[config.mk]
export PLATFORM = sky130hd
export DESIGN_NAME = fp_dual_path_adder_core
export DESIGN_NICKNAME = d
export VERILOG_FILES = /design/src/fpa_pkg.sv /design/src/fpa_pipe_reg.sv /design/src/fp_dual_path_adder_core.sv
export VERILOG_INCLUDE_DIRS = /design/src /design/src/src
export SDC_FILE = /design/constraint.sdc
export NUM_CORES = 1
export LEC_CHECK = 0
export BUFFER_PORTS_ARGS = -buffer_cell sky130_fd_sc_hd__buf_2
export CAP_MARGIN = 10
export CORE_AREA = 3 3 177 179
export DETAILED_ROUTE_END_ITERATION = 16
export DIE_AREA = 0 0 180 182
export PLACE_DENSITY = 0.55
export SLEW_MARGIN = 20
export SYNTH_ARGS = -nofsm -noshare
export SYNTH_HDL_FRONTEND = slang
export SYNTH_SLANG_ARGS = --single-unit
[constraint.sdc]
create_clock -name i_clk -period 9.28 [get_ports i_clk]
set_input_delay 0.928 -clock i_clk [delete_from_list [all_inputs] [get_ports i_clk]]
set_output_delay 0.928 -clock i_clk [all_outputs]
set_load 0.02 [all_outputs]
[src/fp_dual_path_adder_core_defines.svh]
// Assertion macros shared by the adder RTL.
// Depends on nothing; included by the top level.
`ifndef FP_DUAL_PATH_ADDER_CORE_DEFINES_SVH
`define FP_DUAL_PATH_ADDER_CORE_DEFINES_SVH
// Implication checked on every rising clock edge outside reset.
`define FPA_ASSERT_IMP(label, clk, rst_n, lhs, rhs) \
    label: assert property (@(posedge clk) disable iff (!rst_n) (lhs) |-> (rhs)) \
        else $error("assertion failed");
// Next-cycle implication checked outside reset.
`define FPA_ASSERT_NEXT(label, clk, rst_n, lhs, rhs) \
    label: assert property (@(posedge clk) disable iff (!rst_n) (lhs) |=> (rhs)) \
        else $error("assertion failed");
`endif

[src/fpa_pkg.sv]
// Shared constants and types of the dual-path adder.
// Depends on nothing.
package fpa_pkg;
    localparam int WordW = 25;
    localparam int FracW = 14;
    localparam int ExpW  = 8;
    localparam logic [1:0] ExnZero = 2'd0;
    localparam logic [1:0] ExnNorm = 2'd1;
    localparam logic [1:0] ExnInf  = 2'd2;
    localparam logic [1:0] ExnNan  = 2'd3;
    localparam logic [3:0] PairNormNorm = 4'h5;
    localparam logic [3:0] PairInfInf   = 4'hA;
    localparam logic [3:0] PairNanInf   = 4'hE;
    localparam logic [3:0] PairZeroZero = 4'h0;

    // Stage 1 to stage 2 record.
    typedef struct packed {
        logic [24:0] a;
        logic [1:0]  exn_b;
        logic        sb;
        logic        eff_sub;
        logic        close;
        logic [16:0] amb;
        logic [16:0] bma;
        logic [17:0] yop;
        logic        cin;
        logic        sticky;
    } t_s1;

    // Stage 2 to stage 3 record.
    typedef struct packed {
        logic [24:0] a;
        logic [1:0]  exn_b;
        logic        sb;
        logic        eff_sub;
        logic        close;
        logic        close_zero;
        logic        res_sign;
        logic [23:0] pre;
        logic        rnd;
    } t_s2;
endpackage

[src/fpa_pipe_reg.sv]
// One stallable pipeline stage: a valid bit and its payload.
// Depends on nothing.
module fpa_pipe_reg #(
    parameter int W = 8
) (
    input  logic         i_clk,
    input  logic         i_rst_n,
    input  logic         i_en,
    input  logic         i_valid,
    input  logic [W-1:0] i_data,
    output logic         o_valid,
    output logic [W-1:0] o_data
);
    logic         r_valid;
    logic [W-1:0] r_data;

    always_ff @(posedge i_clk) begin
        if (!i_rst_n) begin
            r_valid <= 1'b0;
        end else if (i_en) begin
            r_valid <= i_valid;
        end
    end

    always_ff @(posedge i_clk) begin
        if (i_en) begin
            r_data <= i_data;
        end
    end

    assign o_valid = r_valid;
    assign o_data  = r_data;
endmodule

[src/fp_dual_path_adder_core.sv]
// Top level of the dual-path floating-point adder, three register stages.
// Depends on fpa_pkg, fpa_pipe_reg and the defines header.
//
// channel | valid      | stall      | payload
// input   | i_valid    | o_stall    | i_operand_x, i_operand_y
// output  | o_valid    | i_stall    | o_sum
//
// One request enters per cycle while the output is not stalled; the sum is registered through stages 1, 2 and 3.
// The stages are order/align/subtract, normalize, round.
// Reset clears the stage valid bits only.
// A stall on the output freezes the whole pipeline; nothing is lost.
`include "fp_dual_path_adder_core_defines.svh"
module fp_dual_path_adder_core (
    input  logic        i_clk,
    input  logic        i_rst_n,
    input  logic        i_valid,
    output logic        o_stall,
    input  logic [24:0] i_operand_x,
    input  logic [24:0] i_operand_y,
    output logic        o_valid,
    input  logic        i_stall,
    output logic [24:0] o_sum
);
    logic en;
    assign en      = !(o_valid && i_stall);
    assign o_stall = !en;

    // Stage 1: order operands, close dual subtract, far alignment.
    fpa_pkg::t_s1 n_s1, s1;
    logic         v1;
    always_comb begin
        logic [1:0]  ex, ey;
        logic [7:0]  xx, xy, ea, eb, diff;
        logic [4:0]  sh;
        logic        full, swp, sa;
        logic [24:0] a, b;
        logic [16:0] ca, cb;
        logic [17:0] yv, shf;
        logic [13:0] fa, fb;
        ex = i_operand_x[24:23];
        ey = i_operand_y[24:23];
        xx = i_operand_x[21:14];
        xy = i_operand_y[21:14];
        swp = ((ex == ey) && (xx < xy)) || (ex < ey);
        a = swp ? i_operand_y : i_operand_x;
        b = swp ? i_operand_x : i_operand_y;
        ea = a[21:14];
        eb = b[21:14];
        diff = ea - eb;
        full = diff[7:5] != 3'd0;
        sh = diff[4:0];
        sa = a[22];
        fa = a[13:0];
        fb = b[13:0];
        ca = {2'b01, fa, 1'b0};
        cb = diff[0] ? {3'b001, fb} : {2'b01, fb, 1'b0};
        yv = {2'b01, fb, 2'b00};
        shf = full ? 18'd0 : (yv >> sh);
        n_s1.a = a;
        n_s1.exn_b = b[24:23];
        n_s1.sb = b[22];
        n_s1.eff_sub = sa ^ b[22];
        n_s1.close = (sa ^ b[22]) && (diff[7:1] == 7'd0);
        n_s1.amb = ca - cb;
        n_s1.bma = cb - ca;
        n_s1.sticky = full ? 1'b1 : ((yv & ((18'd1 << sh) - 18'd1)) != 18'd0);
        n_s1.yop = (sa ^ b[22]) ? ~shf : shf;
        n_s1.cin = (sa ^ b[22]) && !n_s1.sticky;
    end
    fpa_pipe_reg #(.W($bits(fpa_pkg::t_s1))) u_s1 (
        .i_clk(i_clk), .i_rst_n(i_rst_n), .i_en(en), .i_valid(i_valid),
        .i_data(n_s1), .o_valid(v1), .o_data(s1));

    // Stage 2: leading-zero normalize and far add, pre-round word.
    fpa_pkg::t_s2 n_s2, s2;
    logic         v2;
    always_comb begin
        logic        neg;
        logic [15:0] d, nrm;
        logic [4:0]  nz;
        logic [9:0]  ea10, expc, expf;
        logic [17:0] sf;
        logic [13:0] fracf;
        logic        rb, sbt, rndf;
        neg = s1.amb[16];
        d = neg ? s1.bma[15:0] : s1.amb[15:0];
        nz = 5'd16;
        for (int k = 0; k < 16; k++) begin
            if (d[k]) nz = 5'(15 - k);
        end
        nrm = d << nz[3:0];
        if (d == 16'd0) nrm = 16'd0;
        ea10 = {2'b00, s1.a[21:14]};
        expc = ea10 - {5'd0, nz};
        sf = {2'b01, s1.a[13:0], 2'b00} + s1.yop + {17'd0, s1.cin};
        case (sf[17:16])
            2'd0: begin
                fracf = sf[14:1]; rb = sf[0]; sbt = s1.sticky; expf = ea10 - 10'd1;
            end
            2'd1: begin
                fracf = sf[15:2]; rb = sf[1]; sbt = sf[0] | s1.sticky; expf = ea10;
            end
            default: begin
                fracf = sf[16:3]; rb = sf[2]; sbt = (sf[1:0] != 2'd0) | s1.sticky;
                expf = ea10 + 10'd1;
            end
        endcase
        rndf = rb && (sbt || fracf[0]);
        n_s2.a = s1.a;
        n_s2.exn_b = s1.exn_b;
        n_s2.sb = s1.sb;
        n_s2.eff_sub = s1.eff_sub;
        n_s2.close = s1.close;
        n_s2.close_zero = d == 16'd0;
        n_s2.res_sign = (s1.close && d == 16'd0) ? 1'b0 : (s1.a[22] ^ (s1.close && neg));
        n_s2.pre = s1.close ? {expc, nrm[14:1]} : {expf, fracf};
        n_s2.rnd = s1.close ? (nrm[0] && nrm[1]) : rndf;
    end
    fpa_pipe_reg #(.W($bits(fpa_pkg::t_s2))) u_s2 (
        .i_clk(i_clk), .i_rst_n(i_rst_n), .i_en(en), .i_valid(v1),
        .i_data(n_s2), .o_valid(v2), .o_data(s2));

    // Stage 3: round and apply the exception rules.
    logic [24:0] n_sum;
    always_comb begin
        logic [23:0] rd;
        logic [3:0]  pair;
        logic [1:0]  exn;
        logic        sg;
        logic [21:0] es;
        rd = s2.pre + {23'd0, s2.rnd};
        pair = {s2.a[24:23], s2.exn_b};
        if (pair == fpa_pkg::PairNormNorm) begin
            if (s2.close && s2.close_zero) exn = fpa_pkg::ExnZero;
            else if (rd[23:22] == 2'd1) exn = fpa_pkg::ExnInf;
            else if (rd[23]) exn = fpa_pkg::ExnZero;
            else exn = fpa_pkg::ExnNorm;
            sg = s2.res_sign;
            es = rd[21:0];
        end else begin
            if (pair == fpa_pkg::PairInfInf)
                exn = s2.eff_sub ? fpa_pkg::ExnNan : fpa_pkg::ExnInf;
            else if (pair == fpa_pkg::PairNanInf) exn = fpa_pkg::ExnNan;
            else exn = s2.a[24:23];
            sg = (pair == fpa_pkg::PairZeroZero) ? (s2.a[22] & s2.sb) : s2.a[22];
            es = s2.a[21:0];
        end
        n_sum = {exn, sg, es};
    end
    fpa_pipe_reg #(.W(fpa_pkg::WordW)) u_s3 (
        .i_clk(i_clk), .i_rst_n(i_rst_n), .i_en(en), .i_valid(v2),
        .i_data(n_sum), .o_valid(o_valid), .o_data(o_sum));

    `FPA_ASSERT_NEXT(a_stall_holds, i_clk, i_rst_n, o_valid && i_stall, o_valid && $stable(o_sum))
    `FPA_ASSERT_IMP(a_stall_is_full, i_clk, i_rst_n, o_stall, o_valid && i_stall)
    `FPA_ASSERT_NEXT(a_flow, i_clk, i_rst_n, v2 && en, o_valid)
endmodule
# Word level (Yosys, flattened, before mapping)
# Cells that the tools add are included.
# W data, S select, Z words.
# classes
n_addsub	10
n_lt_le_gt_ge	2
eq_ne	6
n_shift	3
n_mux	40
n_bitwise	7
reduce_logical	19
# op_table
cell	count
$mux W5	16
$mux W25	2
$mux W18	2
$sub A16 B16 Y17	2
$mux W16	2
$pmux W14 S2	1
$add A24 B1 Y24	1
$mux W24	1
$mux W22	1
$pmux W10 S2	1
$add A17 B18 Y18	1
$add A18 B1 Y18	1
$and A17 B18 Y18	1
$not A18 Y18	1
$reduce_bool A18 Y1	1
$shl A1 B5 Y18 const A	1
$shr A17 B5 Y18	1
$sub A18 B1 Y18 const B	1
$logic_not A16 Y1	1
$shl A16 B4 Y15	1
$mux W15	1
$mux W2	5
$add A8 B1 Y9 const B	1
$logic_and A1 B1 Y1	9
21 further kinds	32
# word_totals
register_bits	169
out_inout_bits	27

# Depth between registers and ports, before layout
# depth
depth_word	21
ltp_mapped	24
mapped_depth_nobuf	22

# Hierarchy
# A second synthesis with hierarchy kept.
# unflattened
hier_cells	1240
hier_area_um2	12110.4
# modules_own_cells
module	n_inst	cells_each	area_per_inst_um2
fp_dual_path_adder_core	1	1065	7016.7
fpa_pipe_reg (u_s1)	1	87	2558.7
fpa_pipe_reg (u_s2)	1	60	1747.9
fpa_pipe_reg (u_s3)	1	28	787.0

# Worst setup path after synthesis
# Ideal clock, no wire load.
# synth_timing
kind	in2out
from	in i_stall
to	out o_stall
arrival_ns	5.326
required_ns	8.352
path_slack_ns	3.026
stages	2
path_buffers	0
path_cell_list	nand2_1 inv_1
# synth_between
elab_chain_cells	1
# synth_rtl
element	line_no	text
start, declared	fp_dual_path_adder_core.sv:21	input logic i_stall,
$logic_and A1 B1 Y1	fp_dual_path_adder_core.sv:25	assign en = !(o_valid && i_stall);
end, declared	fp_dual_path_adder_core.sv:17	output logic o_stall,
# No other way between the ends.

==> reports/metrics.yaml <==
timing:
  slew_viol_final: 0
  setup_violations: 0
  holdWs_ns: 0.4197
  hold_viol: 0
  tns_ns: 0
  period_share_pct: 62.91
  tightestPinTransition_ns: 1.044
  relSlewSlack_pct: 30.04
  rsz0062_at_grt: "no"
  clock_skew_ns: 0.009264
  min_period_ns: 5.838
  max_freq_ghz: 0.1713
job:
  maxCapViolCount: 0
floorplanning:
  die_w_microns: 180
  num_rows: 63
  die_area_sq_um: 32760
  initial_core_util_pct: 40.15
  fp.coreArea_sq_um: 29720
  die_h_microns: 182
  ios: 81
clock_network:
  cts_made_buffers: 17
  clkSlewWorstSetupHoldPaths_ns: 0.06
  ctsHoldBuffers: 0
  cts_tree: "built"
  clock-root-buffer: "clkbuf_16"
  cts_htree_levels: 4
  cts_sinks: 166
  post_cts_resized: 0
  clkLatencyLatePin_ns: 0.44
  cts.path.max_buffers: 2
  cts_setup_buffers: 0
power_and_ir_drop:
  switchingPower_uw: 1416
  p_int_uw: 2117
  p_seq_share_pct: 34.4
  report.power.total_uw: 3533
  clock_power_share_pct: 19.1
  leakage_uw: 0.005528
  combPwrFrac_pct: 46.6
  netSwitchingFraction_pct: 40.09
  irDropWorstVdd_mv: 0.1297
  power.density_nw_per_um2: 266.1
worst_setup_path:
  reg2regPathDepth: 13
  crit_path_start: "i_operand_y[20]"
  critPathSlowestCell: "a211oi_4"
  start_kind: "input pin"
  crit_chain: "buf_2 -> inv_1 -> ha_1 -> and2_1 -> nand3_2 -> a211oi_4 -> nor2_4 -> buf_4 -> mux2i_1 -> mux2i_1 -> inv_1 -> ha_1 -> fa_1 -> nor2b_1 -> o21ai_0 -> a21boi_0 -> o21ai_0 -> a21boi_0 -> o21ai_0 -> a21boi_0 -> o21ai_0 -> nor2b_1 -> o311ai_0"
  crit_top_cell: "o21ai_0"
  timing.rr.end: "u_s2.o_data[21]"
  cp-end-kind: "flop"
  r2r-start: "u_s1.o_data[53]"
  rrSetupSlack_ns: 4.71
  crit_fanout: 30
  arrival_ns: 6.07
  cpPeakStageDelay_ns: 0.68
  critPathKind: "in2reg"
  cp.required_ns: 9.51
  crit_end: "u_s1.o_data[35]"
synth:
  yosysTopAreaCell: "edfxtp_1"
  yosys_most_used_dff: "edfxtp_1"
  syn_inst: 1234
  synth_most_common_cell: "edfxtp_1"
  synth_cell_types: 83
  synth_common_cells: "edfxtp_1 (163), nand2_1 (137), nor2_1 (113)"
  synth_seq_cells: 166
  synth_top_area_share_pct: 41.02
  ys_top_cells_by_area: "edfxtp_1 (41%), mux2i_1 (7.5%), ha_1 (6.7%), nand2_1 (4.3%), xnor2_1 (3.9%)"
  ys_seq_area_share_pct: 41.52
  syn-num-nets: 1355
  syn-cell-area_sq_um: 11930
  synth_edf_count: 163
  syn_avg_cell_area_sq_um: 9.670
  yosysWarningCount: 0
  async_reset_ff_share_pct: 0
routing:
  wl_per_cell_microns: 17.43
  num_vias: 9049
  wl_met2_mm: 13.31
  firstDrtPassIters: 5
  highest_layer: "met4"
  viasPerCell: 5.329
  drtAntennaViolNets: 0
  wl_met1_mm: 14.68
  drc: 0
  routed_wl_mm: 29.60
  wl_met3_mm: 1.155
  drt_iter0_drc: 605
cells_and_area:
  drive_above_1_share_pct: 13.99
  final_nets: 1416
  num_antenna_cells: 0
  area_growth_pct: 11.27
placed_design:
  io_buffers: 80
  place_hpwl_mm: 22.93
  gp_congestion: 0.8886
global_route:
  grt_pass1_vias: 8529
  antenna_found_initial: 0
  grtUsageTotal_pct: 18.14
  grt_pass1_wl_mm: 47.32
  grt_overflow: 0
  grt_start_max_net_pins: 82
min_path:
  hold_path.class: "reg2reg"
status:
  run_status: "finished, final reports clean"
state kept, by name, summed over array words and instances (netlist names):
signal / cells
u_s2.o_valid: 1
u_s3.o_data: 25
u_s1.o_valid: 1
u_s3.o_valid: 1
u_s2.o_data: 57
u_s1.o_data: 81
power groups by stage:
stage	sequential, uW	combinational (uW)	clock, uW
floorplan	1220	1210	0
global placement	1230	1630	0
detailed placement	1230	1630	0
CTS	1220	1640	690
global route	1240	1830	721
finish	1220	1640	673
critical path, delay by kind of cell:
family / cells / cell delay [ns]
AO/OA/AOI/OAI: 9 / 2.24
AND/OR/NAND/NOR: 5 / 0.78
multiplexers: 2 / 0.50
adder cells (fa/ha/maj): 3 / 1.01
buffers and inverters: 4 / 0.56
area by class of cell:
class                      instances  area (sq um)
inverter                          75         281.5
clock buffer                      17         425.4
clock inverter                    15         130.1
fill                            2897         16440
sequential                       166          4955
multi-input combinational        940          6485
timing repair buffer              95         513.0
tap                              390         488.0
metal layers:
| metal | track usage (%) | vias up |
|---|---|---|
| met4 | 5.136 | 0 |
| met1 | 26.18 | 4222 |
| met3 | 2.584 | 27 |
| met2 | 28.52 | 188 |
| met5 | 0 | - |
| li1 | - | 4612 |
cells in the final DEF (no fill, tap or decap), drive strengths merged, types with 7 or more instances in the layout:
cell / instances
edfxtp: 163
nand2: 137
nor2: 115
buf: 95
mux2i: 89
a21oi: 81
inv: 77
ha: 64
o21ai: 57
xnor2: 55
nand3: 36
xor2: 31
nor3: 30
mux2: 22
a21o: 18
clkbuf: 17
a211oi: 16
o22ai: 12
nor2b: 11
nand4: 11
o211ai: 11
a21boi: 11
o21bai: 11
and3: 10
and2: 8
a31oi: 8
o21a: 7
nand2b: 7
o31ai: 7
clkinv: 7
cell families after synthesis:
family,Yosys count,synth area share (%)
simple gates,395,15.31
buf+inv,128,4.362
fa+ha+maj,67,7.214
compound gates,281,15.55
flops,166,41.52
xor+xnor,86,6.501
mux,111,9.542
worst min path at each step:
stage | from | end | slack [ns] | depth (start not counted)
after floorplan | u_s1.o_data[56] | u_s2.o_data[29] | 0.40 | 0
after global placement | u_s1.o_data[83] | u_s2.o_data[56] | 0.40 | 0
after detailed placement | u_s1.o_data[83] | u_s2.o_data[56] | 0.41 | 0
after CTS | u_s1.o_data[83] | u_s2.o_data[56] | 0.42 | 0
after global routing | u_s1.o_data[58] | u_s2.o_data[31] | 0.42 | 0
final | u_s1.o_data[83] | u_s2.o_data[56] | 0.42 | 0
per-stage QoR:
stage / worst slack, ns / cell area (sq um) / instances / utilization [%]
2_1_floorplan: 3.026 / 11930 / 1234 / -
3_3_place_gp: 3.146 / 12720 / 1666 / 42.81
3_5_place_dp: 2.997 / 12720 / 1666 / 42.81
4_1_cts: 3.445 / 13280 / 1698 / 44.68
5_1_grt: 2.843 / 13280 / 1698 / 44.68
6_report: 3.442 / 13280 / 1698 / 44.68
Power figures use the tool's default switching activity.
